===== src/rtl/cee_pkg.sv =====
// Shared widths, configuration types and helpers of the colour envelope evaluator.
package cee_pkg;

  // Field widths.
  localparam int ChanW   = 8;
  localparam int NumChan = 3;
  localparam int ColorW  = ChanW * NumChan;
  localparam int PointW  = 16;
  localparam int CfgIdxW = 3;

  // Ramp arithmetic: product of colour step and offset, quotient of one channel.
  localparam int ProdW           = ChanW + PointW;
  localparam int QuoW            = ChanW;
  localparam int DivBitsPerStage = 2;
  localparam int NumDivStages    = QuoW / DivBitsPerStage;

  // Select stage, multiply stage, then the divider stages, the last of which
  // also forms the final channel value.
  localparam int Latency = NumDivStages + 2;

  // Reset values of the configuration registers.
  localparam logic [PointW-1:0] PeakPointReset = PointW'(32768);
  localparam logic [PointW-1:0] OutPointReset  = PointW'(65535);

  typedef enum logic [CfgIdxW-1:0] {
    RegStartColor  = 3'd0,
    RegPeakColor   = 3'd1,
    RegEndColor    = 3'd2,
    RegInPoint     = 3'd3,
    RegPeakPoint   = 3'd4,
    RegOutPoint    = 3'd5,
    RegInterpolate = 3'd6
  } cfg_reg_e;

  typedef struct packed {
    logic [ColorW-1:0] start_color;
    logic [ColorW-1:0] peak_color;
    logic [ColorW-1:0] end_color;
    logic [PointW-1:0] in_point;
    logic [PointW-1:0] peak_point;
    logic [PointW-1:0] out_point;
    logic              interpolate;
  } cfg_t;

  // Per-channel operands of a ramp: base value, magnitude and sign of the step.
  typedef struct packed {
    logic [ChanW-1:0] base;
    logic [ChanW-1:0] mag;
    logic             neg;
  } chan_op_t;

  // Channel c of a packed colour, red being channel 0 in the top byte.
  function automatic logic [ChanW-1:0] chan_of(input logic [ColorW-1:0] rgb, input int c);
    logic [ColorW-1:0] s;
    s = rgb >> (ChanW * (NumChan - 1 - c));
    return s[ChanW-1:0];
  endfunction

endpackage


===== src/rtl/color_envelope_evaluator_top.sv =====
// Colour envelope evaluator: maps a particle's life fraction to an RGB colour.
//
// Usage: configuration registers are written over the cfg channel (index,
// data, valid/ready); the port is always ready and takes one write per cycle.
// Registers should only be written while no item is in flight.
// A life fraction enters on the input channel when in_valid_i is high and
// in_stall_o is low; exactly one colour leaves on the output channel for it,
// transferred when out_valid_o is high and out_stall_i is low.
// From input transfer to out_valid_o an item passes one select
// stage, one multiply stage and four divider stages of two quotient bits,
// the last of which also adds the signed quotient to the base channel.
// Throughput is one item per cycle when not stalled (divider fully pipelined).
// While a result waits under out_stall_i the whole pipeline holds and
// in_stall_o is raised; nothing is lost or repeated.
// Reset clears the pipeline valid bits and loads the register defaults:
// black colours, in point 0, peak point one half, out point full scale,
// interpolation on.
module color_envelope_evaluator_top (
  input  logic                         clk_i,
  input  logic                         rst_ni,
  input  logic                         cfg_valid_i,
  output logic                         cfg_ready_o,
  input  logic [cee_pkg::CfgIdxW-1:0]  cfg_index_i,
  input  logic [cee_pkg::ColorW-1:0]   cfg_data_i,
  input  logic                         in_valid_i,
  output logic                         in_stall_o,
  input  logic [cee_pkg::PointW-1:0]   life_rate_i,
  output logic                         out_valid_o,
  input  logic                         out_stall_i,
  output logic [cee_pkg::ChanW-1:0]    red_o,
  output logic [cee_pkg::ChanW-1:0]    green_o,
  output logic [cee_pkg::ChanW-1:0]    blue_o
);
  import cee_pkg::*;

  cfg_t                          cfg_q;
  logic                          en;
  logic [Latency-1:0]            valid_q;
  chan_op_t [NumChan-1:0]        s1_op;
  logic [PointW-1:0]             s1_num;
  logic [PointW-1:0]             s1_den;
  logic [NumChan-1:0][ChanW-1:0] res;

  // Configuration registers; writes to an unknown index are dropped.
  assign cfg_ready_o = 1'b1;

  always_ff @(posedge clk_i or negedge rst_ni) begin
    if (!rst_ni) begin
      cfg_q.start_color <= '0;
      cfg_q.peak_color  <= '0;
      cfg_q.end_color   <= '0;
      cfg_q.in_point    <= '0;
      cfg_q.peak_point  <= PeakPointReset;
      cfg_q.out_point   <= OutPointReset;
      cfg_q.interpolate <= 1'b1;
    end else if (cfg_valid_i && cfg_ready_o) begin
      case (cfg_reg_e'(cfg_index_i))
        RegStartColor:  cfg_q.start_color <= cfg_data_i;
        RegPeakColor:   cfg_q.peak_color  <= cfg_data_i;
        RegEndColor:    cfg_q.end_color   <= cfg_data_i;
        RegInPoint:     cfg_q.in_point    <= cfg_data_i[PointW-1:0];
        RegPeakPoint:   cfg_q.peak_point  <= cfg_data_i[PointW-1:0];
        RegOutPoint:    cfg_q.out_point   <= cfg_data_i[PointW-1:0];
        RegInterpolate: cfg_q.interpolate <= cfg_data_i[0];
        default: ;
      endcase
    end
  end

  // The pipeline advances unless a finished result is held by the receiver.
  assign en         = !out_valid_o || !out_stall_i;
  assign in_stall_o = !en;

  always_ff @(posedge clk_i or negedge rst_ni) begin
    if (!rst_ni) begin
      valid_q <= '0;
    end else if (en) begin
      valid_q <= {valid_q[Latency-2:0], in_valid_i};
    end
  end

  assign out_valid_o = valid_q[Latency-1];

  // Segment selection.
  cee_select u_select (
    .clk_i       (clk_i),
    .en_i        (en),
    .life_rate_i (life_rate_i),
    .cfg_i       (cfg_q),
    .op_o        (s1_op),
    .num_o       (s1_num),
    .den_o       (s1_den)
  );

  // One multiply and divide lane per colour channel.
  for (genvar c = 0; c < NumChan; c++) begin : g_lane
    cee_channel u_channel (
      .clk_i (clk_i),
      .en_i  (en),
      .op_i  (s1_op[c]),
      .num_i (s1_num),
      .den_i (s1_den),
      .res_o (res[c])
    );
  end

  assign red_o   = res[0];
  assign green_o = res[1];
  assign blue_o  = res[2];

`ifndef ASSERT_OFF
  // The input is only held off when a result is waiting on the receiver.
  a_stall_cause: assert property (@(posedge clk_i) disable iff (!rst_ni)
    in_stall_o |-> (out_valid_o && out_stall_i))
    else $error("input stalled without a blocked result");

  // A held pipeline keeps its occupancy.
  a_pipe_hold: assert property (@(posedge clk_i) disable iff (!rst_ni)
    in_stall_o |=> $stable(valid_q))
    else $error("pipeline occupancy changed during a stall");

  // Every item in the select stage carries a positive divisor.
  a_den_nonzero: assert property (@(posedge clk_i) disable iff (!rst_ni)
    valid_q[0] |-> (s1_den != '0))
    else $error("zero divisor in the ramp");
`endif

endmodule


===== src/rtl/cee_select.sv =====
// Segment selection stage: picks the keys and forms ramp operands for each channel.
module cee_select (
  input  logic                                     clk_i,
  input  logic                                     en_i,
  input  logic [cee_pkg::PointW-1:0]               life_rate_i,
  input  cee_pkg::cfg_t                            cfg_i,
  output cee_pkg::chan_op_t [cee_pkg::NumChan-1:0] op_o,
  output logic [cee_pkg::PointW-1:0]               num_o,
  output logic [cee_pkg::PointW-1:0]               den_o
);
  import cee_pkg::*;

  logic                        ramp;
  logic [ColorW-1:0]           col_a;
  logic [ColorW-1:0]           col_b;
  logic [PointW-1:0]           lo;
  logic [PointW-1:0]           hi;
  chan_op_t [NumChan-1:0]      op_d;
  chan_op_t [NumChan-1:0]      op_q;
  logic [PointW-1:0]           num_d;
  logic [PointW-1:0]           num_q;
  logic [PointW-1:0]           den_d;
  logic [PointW-1:0]           den_q;

  // Keys are compared in order; a segment is only entered when lo <= t < hi.
  always_comb begin
    ramp  = 1'b0;
    col_a = cfg_i.end_color;
    col_b = cfg_i.end_color;
    lo    = '0;
    hi    = '0;
    if (life_rate_i < cfg_i.in_point) begin
      col_a = cfg_i.start_color;
    end else if (life_rate_i < cfg_i.peak_point) begin
      if (cfg_i.interpolate) begin
        ramp  = 1'b1;
        col_a = cfg_i.start_color;
        col_b = cfg_i.peak_color;
        lo    = cfg_i.in_point;
        hi    = cfg_i.peak_point;
      end else begin
        col_a = cfg_i.peak_color;
      end
    end else if (life_rate_i < cfg_i.out_point) begin
      if (cfg_i.interpolate) begin
        ramp  = 1'b1;
        col_a = cfg_i.peak_color;
        col_b = cfg_i.end_color;
        lo    = cfg_i.peak_point;
        hi    = cfg_i.out_point;
      end
    end
  end

  // A held colour is a ramp with a zero step over a unit divisor.
  assign num_d = ramp ? (life_rate_i - lo) : '0;
  assign den_d = ramp ? (hi - lo) : PointW'(1);

  for (genvar c = 0; c < NumChan; c++) begin : g_chan
    logic [ChanW-1:0]        a;
    logic [ChanW-1:0]        b;
    logic signed [ChanW:0]   diff;
    logic [ChanW:0]          diff_neg;
    logic [ChanW-1:0]        mag;

    assign a        = chan_of(col_a, c);
    assign b        = chan_of(col_b, c);
    assign diff     = $signed({1'b0, b}) - $signed({1'b0, a});
    assign diff_neg = -diff;
    assign mag      = !ramp ? '0 : (diff[ChanW] ? diff_neg[ChanW-1:0] : diff[ChanW-1:0]);
    assign op_d[c]  = '{base: a, mag: mag, neg: ramp & diff[ChanW]};
  end

  // Stage register.
  always_ff @(posedge clk_i) begin
    if (en_i) begin
      op_q  <= op_d;
      num_q <= num_d;
      den_q <= den_d;
    end
  end

  assign op_o  = op_q;
  assign num_o = num_q;
  assign den_o = den_q;

endmodule


===== src/rtl/cee_channel.sv =====
// One colour channel: step multiply, pipelined restoring divide and final add.
module cee_channel (
  input  logic                        clk_i,
  input  logic                        en_i,
  input  cee_pkg::chan_op_t           op_i,
  input  logic [cee_pkg::PointW-1:0]  num_i,
  input  logic [cee_pkg::PointW-1:0]  den_i,
  output logic [cee_pkg::ChanW-1:0]   res_o
);
  import cee_pkg::*;

  localparam int Last = NumDivStages - 1;

  // Multiply stage.
  logic [ProdW-1:0]  prod_q;
  logic [PointW-1:0] den_m_q;
  logic [ChanW-1:0]  base_m_q;
  logic              neg_m_q;

  // Registers between divider stages.
  logic [ProdW-1:0]  rem_q  [Last];
  logic [QuoW-1:0]   quo_q  [Last];
  logic [PointW-1:0] den_q  [Last];
  logic [ChanW-1:0]  base_q [Last];
  logic              neg_q  [Last];

  logic [ChanW-1:0]  res_q;

  // The product stays below 256 times the divisor, so eight quotient bits suffice.
  always_ff @(posedge clk_i) begin
    if (en_i) begin
      prod_q   <= ProdW'(op_i.mag) * ProdW'(num_i);
      den_m_q  <= den_i;
      base_m_q <= op_i.base;
      neg_m_q  <= op_i.neg;
    end
  end

  for (genvar s = 0; s < NumDivStages; s++) begin : g_div
    logic [ProdW-1:0]  rem_in;
    logic [QuoW-1:0]   quo_in;
    logic [PointW-1:0] den_in;
    logic [ChanW-1:0]  base_in;
    logic              neg_in;
    logic [ProdW-1:0]  rem_d;
    logic [QuoW-1:0]   quo_d;

    if (s == 0) begin : g_first
      assign rem_in  = prod_q;
      assign quo_in  = '0;
      assign den_in  = den_m_q;
      assign base_in = base_m_q;
      assign neg_in  = neg_m_q;
    end else begin : g_next
      assign rem_in  = rem_q[s-1];
      assign quo_in  = quo_q[s-1];
      assign den_in  = den_q[s-1];
      assign base_in = base_q[s-1];
      assign neg_in  = neg_q[s-1];
    end

    // Restoring division, most significant quotient bits first.
    always_comb begin
      rem_d = rem_in;
      quo_d = quo_in;
      for (int j = 0; j < DivBitsPerStage; j++) begin
        if (rem_d >= (ProdW'(den_in) << (QuoW - 1 - s * DivBitsPerStage - j))) begin
          rem_d = rem_d - (ProdW'(den_in) << (QuoW - 1 - s * DivBitsPerStage - j));
          quo_d = quo_d | (QuoW'(1) << (QuoW - 1 - s * DivBitsPerStage - j));
        end
      end
    end

    if (s < Last) begin : g_mid
      always_ff @(posedge clk_i) begin
        if (en_i) begin
          rem_q[s]  <= rem_d;
          quo_q[s]  <= quo_d;
          den_q[s]  <= den_in;
          base_q[s] <= base_in;
          neg_q[s]  <= neg_in;
        end
      end
    end else begin : g_out
      // The quotient is truncated toward zero, then applied with the step's sign.
      always_ff @(posedge clk_i) begin
        if (en_i) begin
          res_q <= neg_in ? (base_in - quo_d) : (base_in + quo_d);
        end
      end
    end
  end

  assign res_o = res_q;

endmodule

===== config.mk =====
export PLATFORM = sky130hd
export DESIGN_NAME = color_envelope_evaluator_top
export DESIGN_NICKNAME = d
export VERILOG_FILES = /design/src/rtl/cee_pkg.sv /design/src/rtl/color_envelope_evaluator_top.sv /design/src/rtl/cee_select.sv /design/src/rtl/cee_channel.sv
export SDC_FILE = /design/constraint.sdc
export NUM_CORES = 2
export LEC_CHECK = 0
export ABC_AREA = 1
export BUFFER_PORTS_ARGS = -buffer_cell sky130_fd_sc_hd__buf_2
export CAP_MARGIN = 20
export CORE_MARGIN = 1
export CORE_UTILIZATION = 35
export DETAILED_ROUTE_END_ITERATION = 16
export SETUP_SLACK_MARGIN = 0.4
export SLEW_MARGIN = 20
export SYNTH_ARGS = -nofsm -noshare
export SYNTH_HDL_FRONTEND = slang
export SYNTH_SLANG_ARGS = --single-unit

===== constraint.sdc =====
create_clock -name clk_i -period 31 [get_ports clk_i]
set_input_delay 1.55 -clock clk_i [delete_from_list [all_inputs] [get_ports clk_i]]
set_output_delay 1.55 -clock clk_i [all_outputs]
set_load 0.1 [all_outputs]

**Word level (Yosys, flattened, before mapping)**

Memories as Yosys holds them, arrays and structs flattened.
Cells that the tools add are included.

- Reduce and logical (&&, ||, !) cells: 12
- Multiply operators: 3
- Magnitude comparators: 27
- Muxes and demuxes: 73
- Equal/unequal tests: 6
- Bitwise logic cells: 3
- Add/sub/neg operators: 35

Operators by type and width:

| operator | count |
|---|---|
| 24-bit two-way mux | 28 |
| 16-bit two-way mux | 9 |
| 24-bit by 16-bit >= comparator with 1-bit output | 3 |
| 24-bit by 17-bit >= comparator with 1-bit output | 3 |
| 24-bit by 18-bit >= comparator with 1-bit output | 3 |
| 24-bit by 19-bit >= comparator with 1-bit output | 3 |
| 24-bit by 20-bit >= comparator with 1-bit output | 3 |
| 24-bit by 21-bit >= comparator with 1-bit output | 3 |
| 24-bit by 22-bit >= comparator with 1-bit output | 3 |
| 24-bit by 23-bit >= comparator with 1-bit output | 3 |
| 8-bit by 16-bit multiplier with 24-bit output | 3 |
| 8-bit two-way mux | 9 |
| 24-bit by 17-bit subtractor with 24-bit output | 3 |
| 24-bit by 18-bit subtractor with 24-bit output | 3 |
| 24-bit by 19-bit subtractor with 24-bit output | 3 |
| 24-bit by 20-bit subtractor with 24-bit output | 3 |
| 24-bit by 21-bit subtractor with 24-bit output | 3 |
| 24-bit by 22-bit subtractor with 24-bit output | 3 |
| 24-bit by 23-bit subtractor with 24-bit output | 3 |
| 16-bit less-than comparator | 3 |
| 16-bit subtractor | 2 |
| 8-bit by 8-bit subtractor with 9-bit output | 3 |
| 8-bit adder | 3 |
| 8-bit negation | 3 |
| other kinds (16) | 51 |

- Memories: 15
- Flip-flop bits (word level): 349
- Bits in writable memories: 513
- Logic and storage cells: 206
- Bits of input ports: 48
- Output and inout bits: 27

Memory list:

| memory | words | width | rd ports | clocked after Yosys merged registers in | write ports | RTL line | RTL |
|---|---|---|---|---|---|---|---|
| g_lane[0].u_channel.rem_q | 3 | 24 | 3 | 0 | 3 | cee_channel.sv:21 | `logic [ProdW-1:0] rem_q [Last];` |
| g_lane[1].u_channel.rem_q | 3 | 24 | 3 | 0 | 3 | cee_channel.sv:21 |  |
| g_lane[2].u_channel.rem_q | 3 | 24 | 3 | 0 | 3 | cee_channel.sv:21 |  |
| g_lane[0].u_channel.den_q | 3 | 16 | 3 | 0 | 3 | cee_channel.sv:23 | `logic [PointW-1:0] den_q [Last];` |
| g_lane[1].u_channel.den_q | 3 | 16 | 3 | 0 | 3 | cee_channel.sv:23 |  |
| g_lane[2].u_channel.den_q | 3 | 16 | 3 | 0 | 3 | cee_channel.sv:23 |  |
| +9 memories | n/a | n/a | n/a | n/a | n/a | n/a |  |

**Logic depth before layout (Yosys ltp)**

- Depth in word-level cells: 7
- Gate-level depth with buffers: 46

**Hierarchy**

A second synthesis with hierarchy kept.

- Cells, all modules: 9104
- Area total of the unflattened synthesis: 73116.4 sq um

By module, submodules not included:

| module | instances | cells each | area each (sq um) |
|---|---|---|---|
| cee_channel (g_lane[1].u_channel) | 1 | 2508 | 20049.2 |
| cee_channel (g_lane[2].u_channel) | 1 | 2397 | 19645.1 |
| cee_channel (g_lane[0].u_channel) | 1 | 2415 | 19531.2 |
| cee_select | 1 | 1224 | 8874.8 |
| color_envelope_evaluator_top | 1 | 560 | 5016.1 |

**Least setup slack after synthesis**

Ideal clock, no wire load.

- Path kind: input-to-output
- Start point: input out_stall_i
- End point: output in_stall_o
- Slack: 9013 ps
- Cell stages on the path: 2
- Data required time: 29450 ps
- Arrival: 20437 ps
- Path through: nand2_1 -> inv_1

- Cells in the longest elaborated chain, start to end: 3

Ends and longest elaborated chain:

| what | RTL line | RTL |
|---|---|---|
| start, declared | color_envelope_evaluator_top.sv:29 | `input logic out_stall_i,` |
| 1-bit zero test | color_envelope_evaluator_top.sv:71 | `assign en = !out_valid_o \|\| !out_stall_i;` |
| 1-bit logical OR | color_envelope_evaluator_top.sv:71 |  |
| 1-bit zero test | color_envelope_evaluator_top.sv:72 | `assign in_stall_o = !en;` |
| end, declared | color_envelope_evaluator_top.sv:26 | `output logic in_stall_o,` |

No other way between the ends.

==> results.cfg <==
[final_layout]
final_core_util_pct = 38.44
layout.cells.most_common = nand2_1
final_cell_mix = 2,149 x nand2_1, 1,206 x inv_1, 642 x ha_1
drive_gt1_share_pct = 5.274
area_delta_synth_final_pct = 8.933
num-nets-final = 9279
instances_no_fill = 10880

[worst_setup_path]
rr_endpoint = g_lane[2].u_channel.res_o[7]
startpoint_type = flop
cp-end-kind = flop
timing.critical_path.from = g_lane[2].u_channel.den_q[0][46]
critical_path_depth = 37
path_delay_family = simple AND/OR/NAND/NOR gates
reg2reg_slack_ps = 23800
crit_buf_inv = 6
worstSetupPathType = reg -> reg
critical-path-max-stage-delay_ps = 810
cp_common_cell = nand2_1
cp_slowest_cell = inv_1
crit_arrival_ps = 7670
timing.rr.start = g_lane[2].u_channel.den_q[0][46]
cp_max_fo = 25
reg2regPathDepth = 37
cp-endpoint = g_lane[2].u_channel.res_o[7]
worstPathRequired_ps = 31470

[floorplanning]
die_y_um = 437.6
core_um2 = 188200
io_pins = 75
die_x_um = 437.6
initial_core_util_pct = 35.29
die-area_um2 = 191500
rows = 159

[sta]
slew_headroom_pct = 25.69
setup_violations = 0
max_freq_mhz = 138.8
worst_slew_pin_slew_ps = 1115
fin_crit_ps = 7202
drv_slew = 0
rsz0062_at_grt = no
final.period_utilization_pct = 23.23
fin_hold_ws_ps = 406.7
hold_viol = 0
skew_ps = 73.31
setup_tns_ps = 0

[route]
wl_per_cell_um = 17.57
wl_mm = 191.2
initialDrtViolationCount = 3818
route.met3.wl_mm = 8.977
remaining_drc_errors = 0
vias = 55040
dr_wl_met2_mm = 89.96
first_pass_iters = 6
highest_layer = met5
ant_nets = 0
viasPerCell = 5.058
met1_length_mm = 84.79

[yosys]
syn_nets = 9298
synth_cell_types = 71
syn_inst = 8327
ys_seq_area_share_pct = 32.09
netlist_area_um2 = 66410
synth_area_leaders = edfxtp_1 27%, nand2_1 12%, ha_1 12%
postSynthAreaPerCell_um2 = 7.975
synth_top_area_cell = edfxtp_1
yosys_most_used_dff = edfxtp_1
synth_edf_count = 603
synth-warning-count = 0
synth_top_area_share_pct = 27.27
ys_seq_elements = 730
async_flop_share_pct = 17.40

[clock_tree]
cts_tree = yes
numCtsBuffers = 84
clockBufferDepth = 3
worst_setup_hold_path_clk_slew_ps = 60
htreeDepth = 3
cts-hold-fix-buffers = 0
cts.sinks = 730
ctsResizeCount = 0
clkLatencyLatePin_ps = 720
cts_setup_buffers = 0
root_buffer = clkbuf_16

[placed_design]
placed_cells = 10710
dp_hpwl_mm = 152.0
numPortBuffers = 73
gp_congestion = 0.9473

[grt]
grt_usage_pct = 19.68
grt_antenna_before_repair = 9
grt_max_degree = 180
grt_first_pass_wirelength_mm = 298.2
grt-ovfl-total = 0
grt_pass1_vias = 53250

[job]
cap_violations = 0

[worst_hold_path]
hold_path_class = reg -> reg

[outcome]
run_status = completed
## per-stage QoR
stage               instance area [um2]  setup slack, ps
global route                      72340            23110
finish                            72340            23800
CTS                               72260            23030
global placement                  69250            23140
floorplan                         66410             9013
detailed placement                69250            23060
## flip-flops by register name, indices dropped and copies added, names as in the netlist
signal and flops:
g_lane.u_channel.den_q 48, u_select.den_o 16, cfg_q 121, g_lane.u_channel.neg_q 9, u_select.op_o 51, u_select.num_o 16, g_lane.u_channel.g_div.neg_in 3, g_lane.u_channel.rem_q 216
valid_q 6, g_lane.u_channel.quo_q 36, g_lane.u_channel.g_div.rem_in 72, g_lane.u_channel.den_m_q 16, g_lane.u_channel.base_q 72, g_lane.u_channel.res_o 24, g_lane.u_channel.base_m_q 24
## worst min path at each step
stage / start / end / slack (ps) / cells past startpoint
after detailed placement: g_lane[0].u_channel.base_q[0][8] / g_lane[0].u_channel.base_q[0][16] / 400 / 0
final: g_lane[2].u_channel.neg_q[0][1] / g_lane[2].u_channel.neg_q[0][2] / 410 / 0
after global routing: g_lane[2].u_channel.base_q[0][15] / g_lane[2].u_channel.base_q[0][23] / 410 / 0
after floorplan: u_select.op_o[9] / g_lane[0].u_channel.base_m_q[0] / 400 / 0
after CTS: g_lane[2].u_channel.neg_q[0][1] / g_lane[2].u_channel.neg_q[0][2] / 400 / 0
after global placement: g_lane[2].u_channel.base_q[0][14] / g_lane[2].u_channel.base_q[0][22] / 400 / 0
## metal layers
layer,vias to the layer above,global-route usage (%)
li1,27470,-
met1,25970,25.65
met2,1313,33.38
met3,286,2.362
met4,6,7.106
met5,-,0
## worst register-to-register path: cells and delay by family, from the launching register on
kind | cells | cell delay, ps
compound gates | 12 | 1850
xor+xnor | 1 | 180
fa+ha+maj | 4 | 1260
buf+inv | 6 | 1460
flops | 1 | 370
simple gates | 14 | 1860
## cells in the mapped netlist (108+ instances only)
cell and count:
fa_1 281, o21ai_0 589, edfxtp_1 603, clkbuf_1 163, xor2_1 234, dfrtp_1 109
xnor2_1 194, nand4_1 108, nor2_1 469, ha_1 642, nand3_1 276, inv_1 1207
nand2_1 2153, a21oi_1 575
## area by class of cell
cell class / instances / area [um2]
Sequential cell: 730 / 21310
Inverter: 1222 / 4594
Clock buffer: 97 / 2191
Timing Repair Buffer: 116 / 729.5
Fill cell: 19320 / 115900
Antenna cell: 7 / 17.52
Clock inverter: 61 / 822.0
Multi-Input combinational cell: 6154 / 39550
Tap cell: 2495 / 3122
## cell families (layout without fill, tap and decap cells)
| family | count (synthesis) | count (layout) | synth area share (%) |
|---|---|---|---|
| fa+ha+maj | 923 | 923 | 20.57 |
| buf+inv | 1443 | 1496 | 8.383 |
| compound gates | 1547 | 1547 | 12.91 |
| flops | 730 | 730 | 32.09 |
| xor+xnor | 428 | 428 | 5.645 |
| mux | 1 | 1 | 0.01507 |
| other cells | 1 | 8 | 0.005647 |
| simple gates | 3254 | 3254 | 20.39 |
Power is not shown: default switching activity piles up to over one toggle a cycle in this logic, so the estimate is an artifact.
